--- config.mk ---
export PLATFORM = sky130hd
export DESIGN_NAME = sync_checksum_frame_receiver
export DESIGN_NICKNAME = d
export VERILOG_FILES = /design/src/rtl/core/scfr_pkg.sv /design/src/rtl/core/scfr_ctrl.sv /design/src/rtl/core/scfr_datapath.sv /design/src/rtl/core/sync_checksum_frame_receiver.sv
export SDC_FILE = /design/constraint.sdc
export NUM_CORES = 1
export LEC_CHECK = 0
export ABC_AREA = 0
export ABC_CLOCK_PERIOD_IN_PS = 11100
export BUFFER_PORTS_ARGS = -buffer_cell sky130_fd_sc_hd__buf_2
export CAP_MARGIN = 30
export CORE_ASPECT_RATIO = 1.25
export CORE_MARGIN = 8
export CORE_UTILIZATION = 45
export DETAILED_ROUTE_END_ITERATION = 7
export HOLD_SLACK_MARGIN = 0.06
export PLACE_DENSITY = 0.66
export SYNTH_ARGS = -nofsm -noshare
export SYNTH_HDL_FRONTEND = slang
export SYNTH_HIERARCHICAL = 1
export SYNTH_SLANG_ARGS = --single-unit
--- constraint.sdc ---
create_clock -name aclk -period 11.1 [get_ports aclk]
set_clock_uncertainty 0.2 [all_clocks]
set_input_delay 0 -clock aclk [delete_from_list [all_inputs] [get_ports aclk]]
set_output_delay 0 -clock aclk [all_outputs]
set_load 0.1 [all_outputs]
--- src/rtl/core/scfr_pkg.sv ---
// Shared types and constants of the sync checksum frame receiver.
package scfr_pkg;

    localparam int BYTE_W       = 8;
    localparam int INDEX_W      = 6;
    localparam int COUNT_W      = 16;
    localparam int LIMIT_W      = 8;
    localparam int PERIOD_W     = 7;
    localparam int CFG_ADDR_W   = 1;
    localparam int CFG_DATA_W   = 8;
    localparam int S_TDATA_W    = 8;
    localparam int M_TDATA_W    = 48;

    localparam logic [BYTE_W-1:0]     SYNC0             = 8'hEB;
    localparam logic [BYTE_W-1:0]     SYNC1             = 8'h90;
    localparam logic [LIMIT_W-1:0]    FAIL_LIMIT_RESET  = 8'd5;
    localparam logic [PERIOD_W-1:0]   RATE_PERIOD_RESET = 7'd10;

    localparam logic OP_BYTE     = 1'b0;
    localparam logic OP_TICK     = 1'b1;
    localparam logic KIND_FRAME  = 1'b0;
    localparam logic KIND_STATUS = 1'b1;

    localparam logic [CFG_ADDR_W-1:0] REG_FAIL_LIMIT  = 1'd0;
    localparam logic [CFG_ADDR_W-1:0] REG_RATE_PERIOD = 1'd1;

    typedef enum logic [1:0] {
        ST_IDLE,
        ST_CHECK,
        ST_EMIT,
        ST_STATUS
    } scfr_state_t;

    typedef struct packed {
        logic wr_byte;
        logic tick;
        logic drop;
        logic frame_good;
        logic emit;
        logic status;
    } scfr_cmd_t;

    typedef struct packed {
        logic fill_last;
        logic window_good;
        logic emit_last;
        logic out_free;
    } scfr_stat_t;

endpackage

--- src/rtl/core/scfr_ctrl.sv ---
// Controller state machine of the sync checksum frame receiver.
module scfr_ctrl (
    input  logic                aclk,
    input  logic                aresetn,
    input  logic                s_tvalid,
    output logic                s_tready,
    input  logic                s_tuser,
    input  scfr_pkg::scfr_stat_t stat,
    output scfr_pkg::scfr_cmd_t  cmd
);
    import scfr_pkg::*;

    scfr_state_t state_reg;
    scfr_state_t state_next;

    always_ff @(posedge aclk) begin
        if (!aresetn) begin
            state_reg <= ST_IDLE;
        end else begin
            state_reg <= state_next;
        end
    end

    always_comb begin
        state_next = state_reg;
        cmd        = '0;
        s_tready   = 1'b0;
        unique case (state_reg)
            ST_IDLE: begin
                s_tready = 1'b1;
                if (s_tvalid) begin
                    if (s_tuser == OP_TICK) begin
                        cmd.tick   = 1'b1;
                        state_next = ST_STATUS;
                    end else begin
                        cmd.wr_byte = 1'b1;
                        if (stat.fill_last) begin
                            state_next = ST_CHECK;
                        end
                    end
                end
            end
            ST_CHECK: begin
                if (stat.window_good) begin
                    cmd.frame_good = 1'b1;
                    state_next     = ST_EMIT;
                end else begin
                    cmd.drop   = 1'b1;
                    state_next = ST_IDLE;
                end
            end
            ST_EMIT: begin
                if (stat.out_free) begin
                    cmd.emit = 1'b1;
                    if (stat.emit_last) begin
                        state_next = ST_IDLE;
                    end
                end
            end
            ST_STATUS: begin
                if (stat.out_free) begin
                    cmd.status = 1'b1;
                    state_next = ST_IDLE;
                end
            end
            default: begin
                state_next = ST_IDLE;
            end
        endcase
    end

endmodule

--- src/rtl/core/scfr_datapath.sv ---
// Datapath: window ring memory, running sum, link monitor and output register.
module scfr_datapath #(
    parameter int FRAME_LEN = 40
) (
    input  logic                                aclk,
    input  logic                                aresetn,
    input  logic                                cfg_we,
    input  logic [scfr_pkg::CFG_ADDR_W-1:0]     cfg_addr,
    input  logic [scfr_pkg::CFG_DATA_W-1:0]     cfg_wdata,
    input  logic [scfr_pkg::BYTE_W-1:0]         rx_byte,
    input  scfr_pkg::scfr_cmd_t                 cmd,
    output scfr_pkg::scfr_stat_t                stat,
    output logic                                m_tvalid,
    input  logic                                m_tready,
    output logic [scfr_pkg::M_TDATA_W-1:0]      m_tdata,
    output logic                                m_tuser,
    output logic                                m_tlast
);
    import scfr_pkg::*;

    localparam int IDX_W  = $clog2(FRAME_LEN);
    localparam int FILL_W = $clog2(FRAME_LEN + 1);

    function automatic logic [IDX_W-1:0] ring_add(input logic [IDX_W-1:0] base,
                                                  input logic [IDX_W-1:0] off);
        logic [IDX_W:0] s;
        s = {1'b0, base} + {1'b0, off};
        if (s >= (IDX_W+1)'(FRAME_LEN)) begin
            s = s - (IDX_W+1)'(FRAME_LEN);
        end
        return s[IDX_W-1:0];
    endfunction

    logic [BYTE_W-1:0]   window_mem [FRAME_LEN];

    logic [LIMIT_W-1:0]  fail_limit_reg;
    logic [PERIOD_W-1:0] rate_period_reg;
    logic [IDX_W-1:0]    head_reg;
    logic [FILL_W-1:0]   fill_reg;
    logic [BYTE_W-1:0]   sum_reg;
    logic [IDX_W-1:0]    idx_reg;
    logic [COUNT_W-1:0]  frame_cnt_reg;
    logic [COUNT_W-1:0]  snapshot_reg;
    logic [COUNT_W-1:0]  rate_reg;
    logic [LIMIT_W-1:0]  silence_reg;
    logic                fail_reg;
    logic [PERIOD_W-1:0] phase_reg;
    logic                out_valid_reg;

    logic [BYTE_W-1:0]   first_reg;
    logic [BYTE_W-1:0]   second_reg;
    logic                out_kind_reg;
    logic [BYTE_W-1:0]   out_byte_reg;
    logic [INDEX_W-1:0]  out_idx_reg;
    logic                out_last_reg;
    logic                out_fail_reg;
    logic [COUNT_W-1:0]  out_rate_reg;
    logic [COUNT_W-1:0]  out_total_reg;

    logic [IDX_W-1:0]    waddr;
    logic [IDX_W-1:0]    raddr;
    logic [LIMIT_W-1:0]  silence_inc;
    logic [PERIOD_W-1:0] phase_inc;

    assign waddr       = ring_add(head_reg, fill_reg[IDX_W-1:0]);
    assign raddr       = cmd.emit ? ring_add(head_reg, idx_reg)
                                  : ring_add(head_reg, IDX_W'(2));
    assign silence_inc = (silence_reg == '1) ? silence_reg : silence_reg + 1'b1;
    assign phase_inc   = phase_reg + 1'b1;

    assign stat.fill_last   = (fill_reg == FILL_W'(FRAME_LEN - 1));
    assign stat.window_good = (first_reg == SYNC0) && (second_reg == SYNC1)
                              && (sum_reg == '0);
    assign stat.emit_last   = (idx_reg == IDX_W'(FRAME_LEN - 1));
    assign stat.out_free    = !out_valid_reg || m_tready;

    // Control state and monitor counters.
    always_ff @(posedge aclk) begin
        if (!aresetn) begin
            fail_limit_reg  <= FAIL_LIMIT_RESET;
            rate_period_reg <= RATE_PERIOD_RESET;
            head_reg        <= '0;
            fill_reg        <= '0;
            sum_reg         <= '0;
            idx_reg         <= '0;
            frame_cnt_reg   <= '0;
            snapshot_reg    <= '0;
            rate_reg        <= '0;
            silence_reg     <= '0;
            fail_reg        <= 1'b0;
            phase_reg       <= '0;
            out_valid_reg   <= 1'b0;
        end else begin
            if (cfg_we) begin
                case (cfg_addr)
                    REG_FAIL_LIMIT:  fail_limit_reg  <= cfg_wdata;
                    REG_RATE_PERIOD: rate_period_reg <= cfg_wdata[PERIOD_W-1:0];
                    default: ;
                endcase
            end
            if (cmd.wr_byte) begin
                fill_reg <= fill_reg + 1'b1;
                sum_reg  <= sum_reg + rx_byte;
            end
            if (cmd.drop) begin
                head_reg <= ring_add(head_reg, IDX_W'(1));
                fill_reg <= fill_reg - 1'b1;
                sum_reg  <= sum_reg - first_reg;
            end
            if (cmd.frame_good) begin
                fill_reg      <= '0;
                sum_reg       <= '0;
                idx_reg       <= '0;
                frame_cnt_reg <= frame_cnt_reg + 1'b1;
                silence_reg   <= '0;
                fail_reg      <= 1'b0;
            end
            if (cmd.emit) begin
                idx_reg <= idx_reg + 1'b1;
            end
            if (cmd.tick) begin
                silence_reg <= silence_inc;
                if (silence_inc >= fail_limit_reg) begin
                    fail_reg <= 1'b1;
                end
                if (phase_inc >= rate_period_reg) begin
                    phase_reg    <= '0;
                    rate_reg     <= frame_cnt_reg - snapshot_reg;
                    snapshot_reg <= frame_cnt_reg;
                end else begin
                    phase_reg <= phase_inc;
                end
            end
            if (cmd.emit || cmd.status) begin
                out_valid_reg <= 1'b1;
            end else if (m_tready) begin
                out_valid_reg <= 1'b0;
            end
        end
    end

    // Window memory, header bytes and result payload.
    always_ff @(posedge aclk) begin
        if (cmd.wr_byte) begin
            window_mem[waddr] <= rx_byte;
            if (fill_reg == FILL_W'(0)) begin
                first_reg <= rx_byte;
            end
            if (fill_reg == FILL_W'(1)) begin
                second_reg <= rx_byte;
            end
        end
        if (cmd.drop) begin
            first_reg  <= second_reg;
            second_reg <= window_mem[raddr];
        end
        if (cmd.emit) begin
            out_kind_reg  <= KIND_FRAME;
            out_byte_reg  <= window_mem[raddr];
            out_idx_reg   <= INDEX_W'(idx_reg);
            out_last_reg  <= stat.emit_last;
            out_fail_reg  <= 1'b0;
            out_rate_reg  <= '0;
            out_total_reg <= '0;
        end
        if (cmd.status) begin
            out_kind_reg  <= KIND_STATUS;
            out_byte_reg  <= '0;
            out_idx_reg   <= '0;
            out_last_reg  <= 1'b0;
            out_fail_reg  <= fail_reg;
            out_rate_reg  <= rate_reg;
            out_total_reg <= frame_cnt_reg;
        end
    end

    assign m_tvalid = out_valid_reg;
    assign m_tuser  = out_kind_reg;
    assign m_tlast  = out_last_reg;
    assign m_tdata  = {1'b0, out_total_reg, out_rate_reg, out_fail_reg,
                       out_idx_reg, out_byte_reg};

endmodule

--- src/rtl/core/sync_checksum_frame_receiver.sv ---
// A byte request is taken in the idle state; when it fills the window, the check
// state follows, then FRAME_LEN frame bytes leave one per cycle from the ring memory
// port while the result register is free. A full window that fails the check drops
// its oldest byte in the check state. A tick request gives its status result once
// the register is free. One request at a time; a good frame holds input while streaming.
// Reset (aresetn low, synchronous) clears counters, flags and window fill; no clear pass.
module sync_checksum_frame_receiver #(
    parameter int FRAME_LEN = 40
) (
    input  logic                                aclk,
    input  logic                                aresetn,
    // configuration write port
    input  logic                                cfg_we,
    input  logic [scfr_pkg::CFG_ADDR_W-1:0]     cfg_addr,
    input  logic [scfr_pkg::CFG_DATA_W-1:0]     cfg_wdata,
    // request channel
    input  logic                                s_tvalid,
    output logic                                s_tready,
    input  logic [scfr_pkg::S_TDATA_W-1:0]      s_tdata,  // [7:0] rx_byte
    input  logic                                s_tuser,  // [0] opcode
    // result channel
    output logic                                m_tvalid,
    input  logic                                m_tready,
    // [7:0] frame_byte, [13:8] byte_index, [14] link_fail,
    // [30:15] frame_rate, [46:31] frames_total, [47] zero
    output logic [scfr_pkg::M_TDATA_W-1:0]      m_tdata,
    output logic                                m_tuser,  // [0] kind
    output logic                                m_tlast   // last_of_frame
);
    import scfr_pkg::*;

    scfr_cmd_t  cmd;
    scfr_stat_t stat;

    // Sequence each request: take bytes into the window, check a full window, then either
    // stream the frame out or drop the oldest byte; answer a tick with a status result.
    scfr_ctrl u_ctrl (
        .aclk     (aclk),
        .aresetn  (aresetn),
        .s_tvalid (s_tvalid),
        .s_tready (s_tready),
        .s_tuser  (s_tuser),
        .stat     (stat),
        .cmd      (cmd)
    );

    // Hold the ring window with its running sum and header bytes, the link
    // monitor counters, and the result register that parts the two channels.
    scfr_datapath #(
        .FRAME_LEN (FRAME_LEN)
    ) u_datapath (
        .aclk      (aclk),
        .aresetn   (aresetn),
        .cfg_we    (cfg_we),
        .cfg_addr  (cfg_addr),
        .cfg_wdata (cfg_wdata),
        .rx_byte   (s_tdata[BYTE_W-1:0]),
        .cmd       (cmd),
        .stat      (stat),
        .m_tvalid  (m_tvalid),
        .m_tready  (m_tready),
        .m_tdata   (m_tdata),
        .m_tuser   (m_tuser),
        .m_tlast   (m_tlast)
    );

endmodule
==> flow_summary.html <==
<table>
<tr><th>Metric</th><th>Value</th></tr>
<tr><th colspan="2">CTS</th></tr>
<tr><td>Worst skew pair latency</td><td>0.59 ns</td></tr>
<tr><td>Root Buffer</td><td>clkbuf_16</td></tr>
<tr><td>Clock-pin slew on the worst setup and hold paths</td><td>0.06 ns</td></tr>
<tr><td>Number of CTS-inserted buffers</td><td>49</td></tr>
<tr><td>Total of cells resized after clock tree synthesis</td><td>0</td></tr>
<tr><td>Deepest clock path buffer count</td><td>3</td></tr>
<tr><td>CTS H-tree lvls</td><td>2</td></tr>
<tr><td>Clock sink total</td><td>493</td></tr>
<tr><td>TritonCTS clock tree</td><td>yes</td></tr>
<tr><td>Buffers inserted by post-CTS timing repair</td><td>0</td></tr>
<tr><th colspan="2">Yosys</th></tr>
<tr><td>Area share of the leading cell type in the synthesized netlist</td><td>0.4971</td></tr>
<tr><td>Yosys reg bits</td><td>493</td></tr>
<tr><td>Number of warnings printed during yosys synthesis</td><td>6</td></tr>
<tr><td>Fraction of the yosys area taken by sequential cells</td><td>0.6085</td></tr>
<tr><td>Synthesized net count</td><td>1,749</td></tr>
<tr><td>Syn Inst Count</td><td>1,656</td></tr>
<tr><td>Proportion of register bits with asynchronous set or reset after synthesis</td><td>0</td></tr>
<tr><td>Post-synth design cell area</td><td>0.02229 mm²</td></tr>
<tr><td>Distinct cell type count of the synthesized netlist</td><td>85</td></tr>
<tr><td>Most used flip-flop cell after synthesis</td><td>edfxtp_1</td></tr>
<tr><td>Synth top area cells</td><td>edfxtp_1 (50%), dfxtp_1 (11%), mux4_2 (8.1%)</td></tr>
<tr><td>Average cell area after synthesis</td><td>13.46 µm²</td></tr>
<tr><td>Post-synth top area cell</td><td>edfxtp_1</td></tr>
<tr><td>Number of enable flip-flop cells after synthesis</td><td>369</td></tr>
<tr><th colspan="2">Drt</th></tr>
<tr><td>Vias per std cell</td><td>5.495</td></tr>
<tr><td>Number of DRC violations after detailed routing</td><td>0</td></tr>
<tr><td>Via total after detailed routing</td><td>13,530</td></tr>
<tr><td>Final routed wire length divided by cell count</td><td>20.16 µm</td></tr>
<tr><td>Number of DRC markers in iteration 0</td><td>990</td></tr>
<tr><td>Post-Route WL</td><td>49.63 mm</td></tr>
<tr><td>TritonRoute pass-1 iters</td><td>5</td></tr>
<tr><td>Remaining number of nets flagged by the antenna check after routing</td><td>0</td></tr>
<tr><th colspan="2">Die</th></tr>
<tr><td>Initial cell density of the core</td><td>0.4531</td></tr>
<tr><td>Die X</td><td>215.1 µm</td></tr>
<tr><td>Die area</td><td>0.05695 mm²</td></tr>
<tr><td>Std cell rows</td><td>91</td></tr>
<tr><td>Boundary Pins</td><td>75</td></tr>
<tr><td>Core box area</td><td>0.04919 mm²</td></tr>
<tr><td>Die Height</td><td>264.8 µm</td></tr>
<tr><th colspan="2">Pwr</th></tr>
<tr><td>Leakage power figure</td><td>9.122 nW</td></tr>
<tr><td>Peak supply drop</td><td>107.4 µV</td></tr>
<tr><td>Power density of the placed cells</td><td>165.6 mW/mm²</td></tr>
<tr><td>Total design power</td><td>4.208 mW</td></tr>
<tr><th colspan="2">Status</th></tr>
<tr><td>Outcome</td><td>finished clean</td></tr>
<tr><th colspan="2">STA</th></tr>
<tr><td>Unrepaired setup endpoints after global routing</td><td>no</td></tr>
<tr><td>Transition time at the pin with the least slew margin</td><td>0.9952 ns</td></tr>
<tr><td>Number of hold-slack violations in the final timing report</td><td>0</td></tr>
<tr><td>Post-route minimum period</td><td>4.786 ns</td></tr>
<tr><td>Max Freq</td><td>209.0 MHz</td></tr>
<tr><td>Final Max Tran Viols</td><td>0</td></tr>
<tr><td>Total negative slack</td><td>0 ns</td></tr>
<tr><td>Post-route fraction of the period consumed by the critical path</td><td>0.4312</td></tr>
<tr><td>Slew headroom</td><td>0.3365</td></tr>
<tr><td>Worst hold margin</td><td>0.1404 ns</td></tr>
<tr><td>Setup-failing EPs final</td><td>0</td></tr>
<tr><td>Least setup slack across all paths after layout</td><td>6.314 ns</td></tr>
<tr><th colspan="2">Global route</th></tr>
<tr><td>Number of antenna violations at the first check in global routing</td><td>0</td></tr>
<tr><td>Vias in the first global route</td><td>13,810</td></tr>
<tr><td>Pin count of the biggest net entering global routing</td><td>84</td></tr>
<tr><td>Remaining global-route overflow</td><td>0</td></tr>
<tr><td>Overall routing resource usage</td><td>0.1728</td></tr>
<tr><td>Global-route wire length before repair</td><td>78.58 mm</td></tr>
<tr><th colspan="2">Min path</th></tr>
<tr><td>Hold-critical path depth</td><td>4</td></tr>
<tr><td>Min-delay src</td><td>cfg_addr</td></tr>
<tr><td>Hold-critical path endpoint</td><td>u_datapath/rate_period_reg[2]$_SDFFE_PN0P_</td></tr>
<tr><td>Type of the worst min-delay path</td><td>in2reg</td></tr>
<tr><th colspan="2">Cells and area</th></tr>
<tr><td>Register ranked first by flip-flop count</td><td>u_datapath/window_mem</td></tr>
<tr><td>Commonest cells after routing, fill and taps aside</td><td>edfxtp_1 (369), nand2_1 (147), nor2_1 (144), dfxtp_1 (124), a21oi_1 (81)</td></tr>
<tr><td>N_diodes</td><td>0</td></tr>
<tr><td>Most frequent standard cell in the layout excluding fill and tap cells</td><td>edfxtp_1</td></tr>
<tr><td>Final layout net count</td><td>1,864</td></tr>
<tr><td>Share of cells above drive strength 1</td><td>0.1690</td></tr>
<tr><td>Max reg flops</td><td>320</td></tr>
<tr><td>Final design utilization</td><td>0.5166</td></tr>
<tr><td>Total of fill cells in the finished design</td><td>4,129</td></tr>
<tr><td>Area Growth Syn to Fin</td><td>13.99%</td></tr>
<tr><th colspan="2">Worst setup path</th></tr>
<tr><td>Largest stage delay on the critical path</td><td>0.81 ns</td></tr>
<tr><td>Master of the slowest instance on the critical path</td><td>buf_4</td></tr>
<tr><td>Critical-path cell list</td><td>nand2_1 -&gt; nor2_4 -&gt; buf_4 -&gt; mux2i_4 -&gt; buf_4 -&gt; buf_4 -&gt; mux4_2 -&gt; mux2i_1 -&gt; nand2_1 -&gt; a32oi_2 -&gt; o211ai_1</td></tr>
<tr><td>Setup crit end kind</td><td>flop</td></tr>
<tr><td>Number of cells on the worst reg-to-reg path</td><td>11</td></tr>
<tr><td>Maximum fanout encountered on the critical timing path</td><td>43</td></tr>
<tr><td>Kind of launch point of the worst setup path</td><td>flop</td></tr>
<tr><td>Most common cell on crit path</td><td>buf_4</td></tr>
<tr><td>Critical path data arrival time</td><td>4.90 ns</td></tr>
<tr><td>Capture point of the worst reg-to-reg path</td><td>u_datapath/second_reg[0]$_DFFE_PP_</td></tr>
<tr><td>Category of the most critical setup path</td><td>reg2reg</td></tr>
<tr><td>Beginning of the worst register-to-register path</td><td>u_ctrl/state_reg[1]$_SDFFE_PN0P_</td></tr>
<tr><td>CP required</td><td>11.21 ns</td></tr>
<tr><td>Setup slack, reg-to-reg</td><td>6.31 ns</td></tr>
<tr><th colspan="2">Job</th></tr>
<tr><td>Max-Cap Viols</td><td>0</td></tr>
<tr><th colspan="2">Placed design</th></tr>
<tr><td>Detailed placer's ending HPWL</td><td>33.09 mm</td></tr>
<tr><td>Setup slack after placement</td><td>6.213 ns</td></tr>
<tr><td>Placer's final routability congestion estimate</td><td>0.8583</td></tr>
<tr><td>Port-buffer cells</td><td>73</td></tr>
</table>
-- worst max-delay path, delay by kind of cell, from the launching register on --
kind / cells / cell delay, ns
mux: 3 / 1.09
compound gates: 2 / 0.42
simple gates: 3 / 0.38
buf+inv: 3 / 1.86
flops: 1 / 0.51
-- metal layers --
| metal | up-vias | global-route usage | part of all wire |
|---|---|---|---|
| met4 | 0 | 0.06927 | 0.038 |
| met3 | 96 | 0.02908 | 0.044 |
| met5 | - | 0 | 0 |
| li1 | 6403 | - | - |
| met1 | 6723 | 0.2011 | 0.39 |
| met2 | 306 | 0.3141 | 0.52 |
-- Yosys cell counts (all sizes together) (5+ instances only) --
cell	number
or3	5
and2b	8
mux2i	53
a211oi	10
inv	60
buf	29
mux4	80
and3	9
a21oi	83
nor2b	15
o211ai	5
or2	9
xor2	26
a31oi	12
nand2b	13
dfxtp	124
mux2	11
nand4	11
edfxtp	369
and2	36
nor3b	15
nor2	146
nand3	46
a22oi	10
nand2	147
o21ai	37
o21a	8
a21o	21
nor3	14
ha	66
clkbuf	45
nand4b	5
xnor2	48
a32oi	21
-- worst max-delay path by stage --
stage,startpoint,endpoint,slack [ns],cells after the start
global route,u_ctrl/state_reg[1]$_SDFFE_PN0P_,u_datapath/second_reg[1]$_DFFE_PP_,5.93,11
global placement,u_ctrl/state_reg[1]$_SDFFE_PN0P_,u_datapath/second_reg[1]$_DFFE_PP_,6.28,11
CTS,u_ctrl/state_reg[1]$_SDFFE_PN0P_,u_datapath/second_reg[1]$_DFFE_PP_,6.20,11
finish,u_ctrl/state_reg[1]$_SDFFE_PN0P_,u_datapath/second_reg[0]$_DFFE_PP_,6.31,11
floorplan,u_datapath/first_reg[0]$_DFFE_PP_,u_datapath/sum_reg[7]$_SDFFE_PP0P_,7.15,17
detailed placement,u_ctrl/state_reg[1]$_SDFFE_PN0P_,u_datapath/second_reg[0]$_DFFE_PP_,6.21,11
-- report_power, final --
part	internal [mW]	switching (mW)
combinational	0.158	0.332
clock	0.979	0.692
sequential	2.02	0.0292
total	3.16	1.05
-- final cells by class --
type	count	area, µm²	area share
flip-flops and latches	493	13560	0.5338
multi-input cells	1028	8185	0.3222
clock buffers	62	1306	0.05141
repair buffers	139	985.9	0.03880
well taps	651	814.5	0.03206
clock inverters	29	327.8	0.01290
inverters	60	225.2	0.008864
-- kinds of logic after synthesis --
family                     synth area share
AOI/OAI and AO/OA                   0.07545
xor gates and xnor gates            0.02908
adders and majority gates           0.04064
buffers and inverters               0.02689
DFF                                  0.6085
muxes                                0.1108
other                             0.0001682
and+or+nand+nor                      0.1085
-- stage by stage --
step | instance area [µm²] | std cells
after global placement | 23290 | 2323
final | 25410 | 2462
after floorplan | 22290 | 1656
after detailed placement | 23330 | 2327
after global routing | 25410 | 2462
after CTS | 25410 | 2462
-- timing repair --
action,4_1_cts,5_1_grt
endpoints found under the hold margin,353,0
hold buffers,44,0
setup endpoints to repair,0,0
Note: power is estimated with default switching activity, not from simulation.
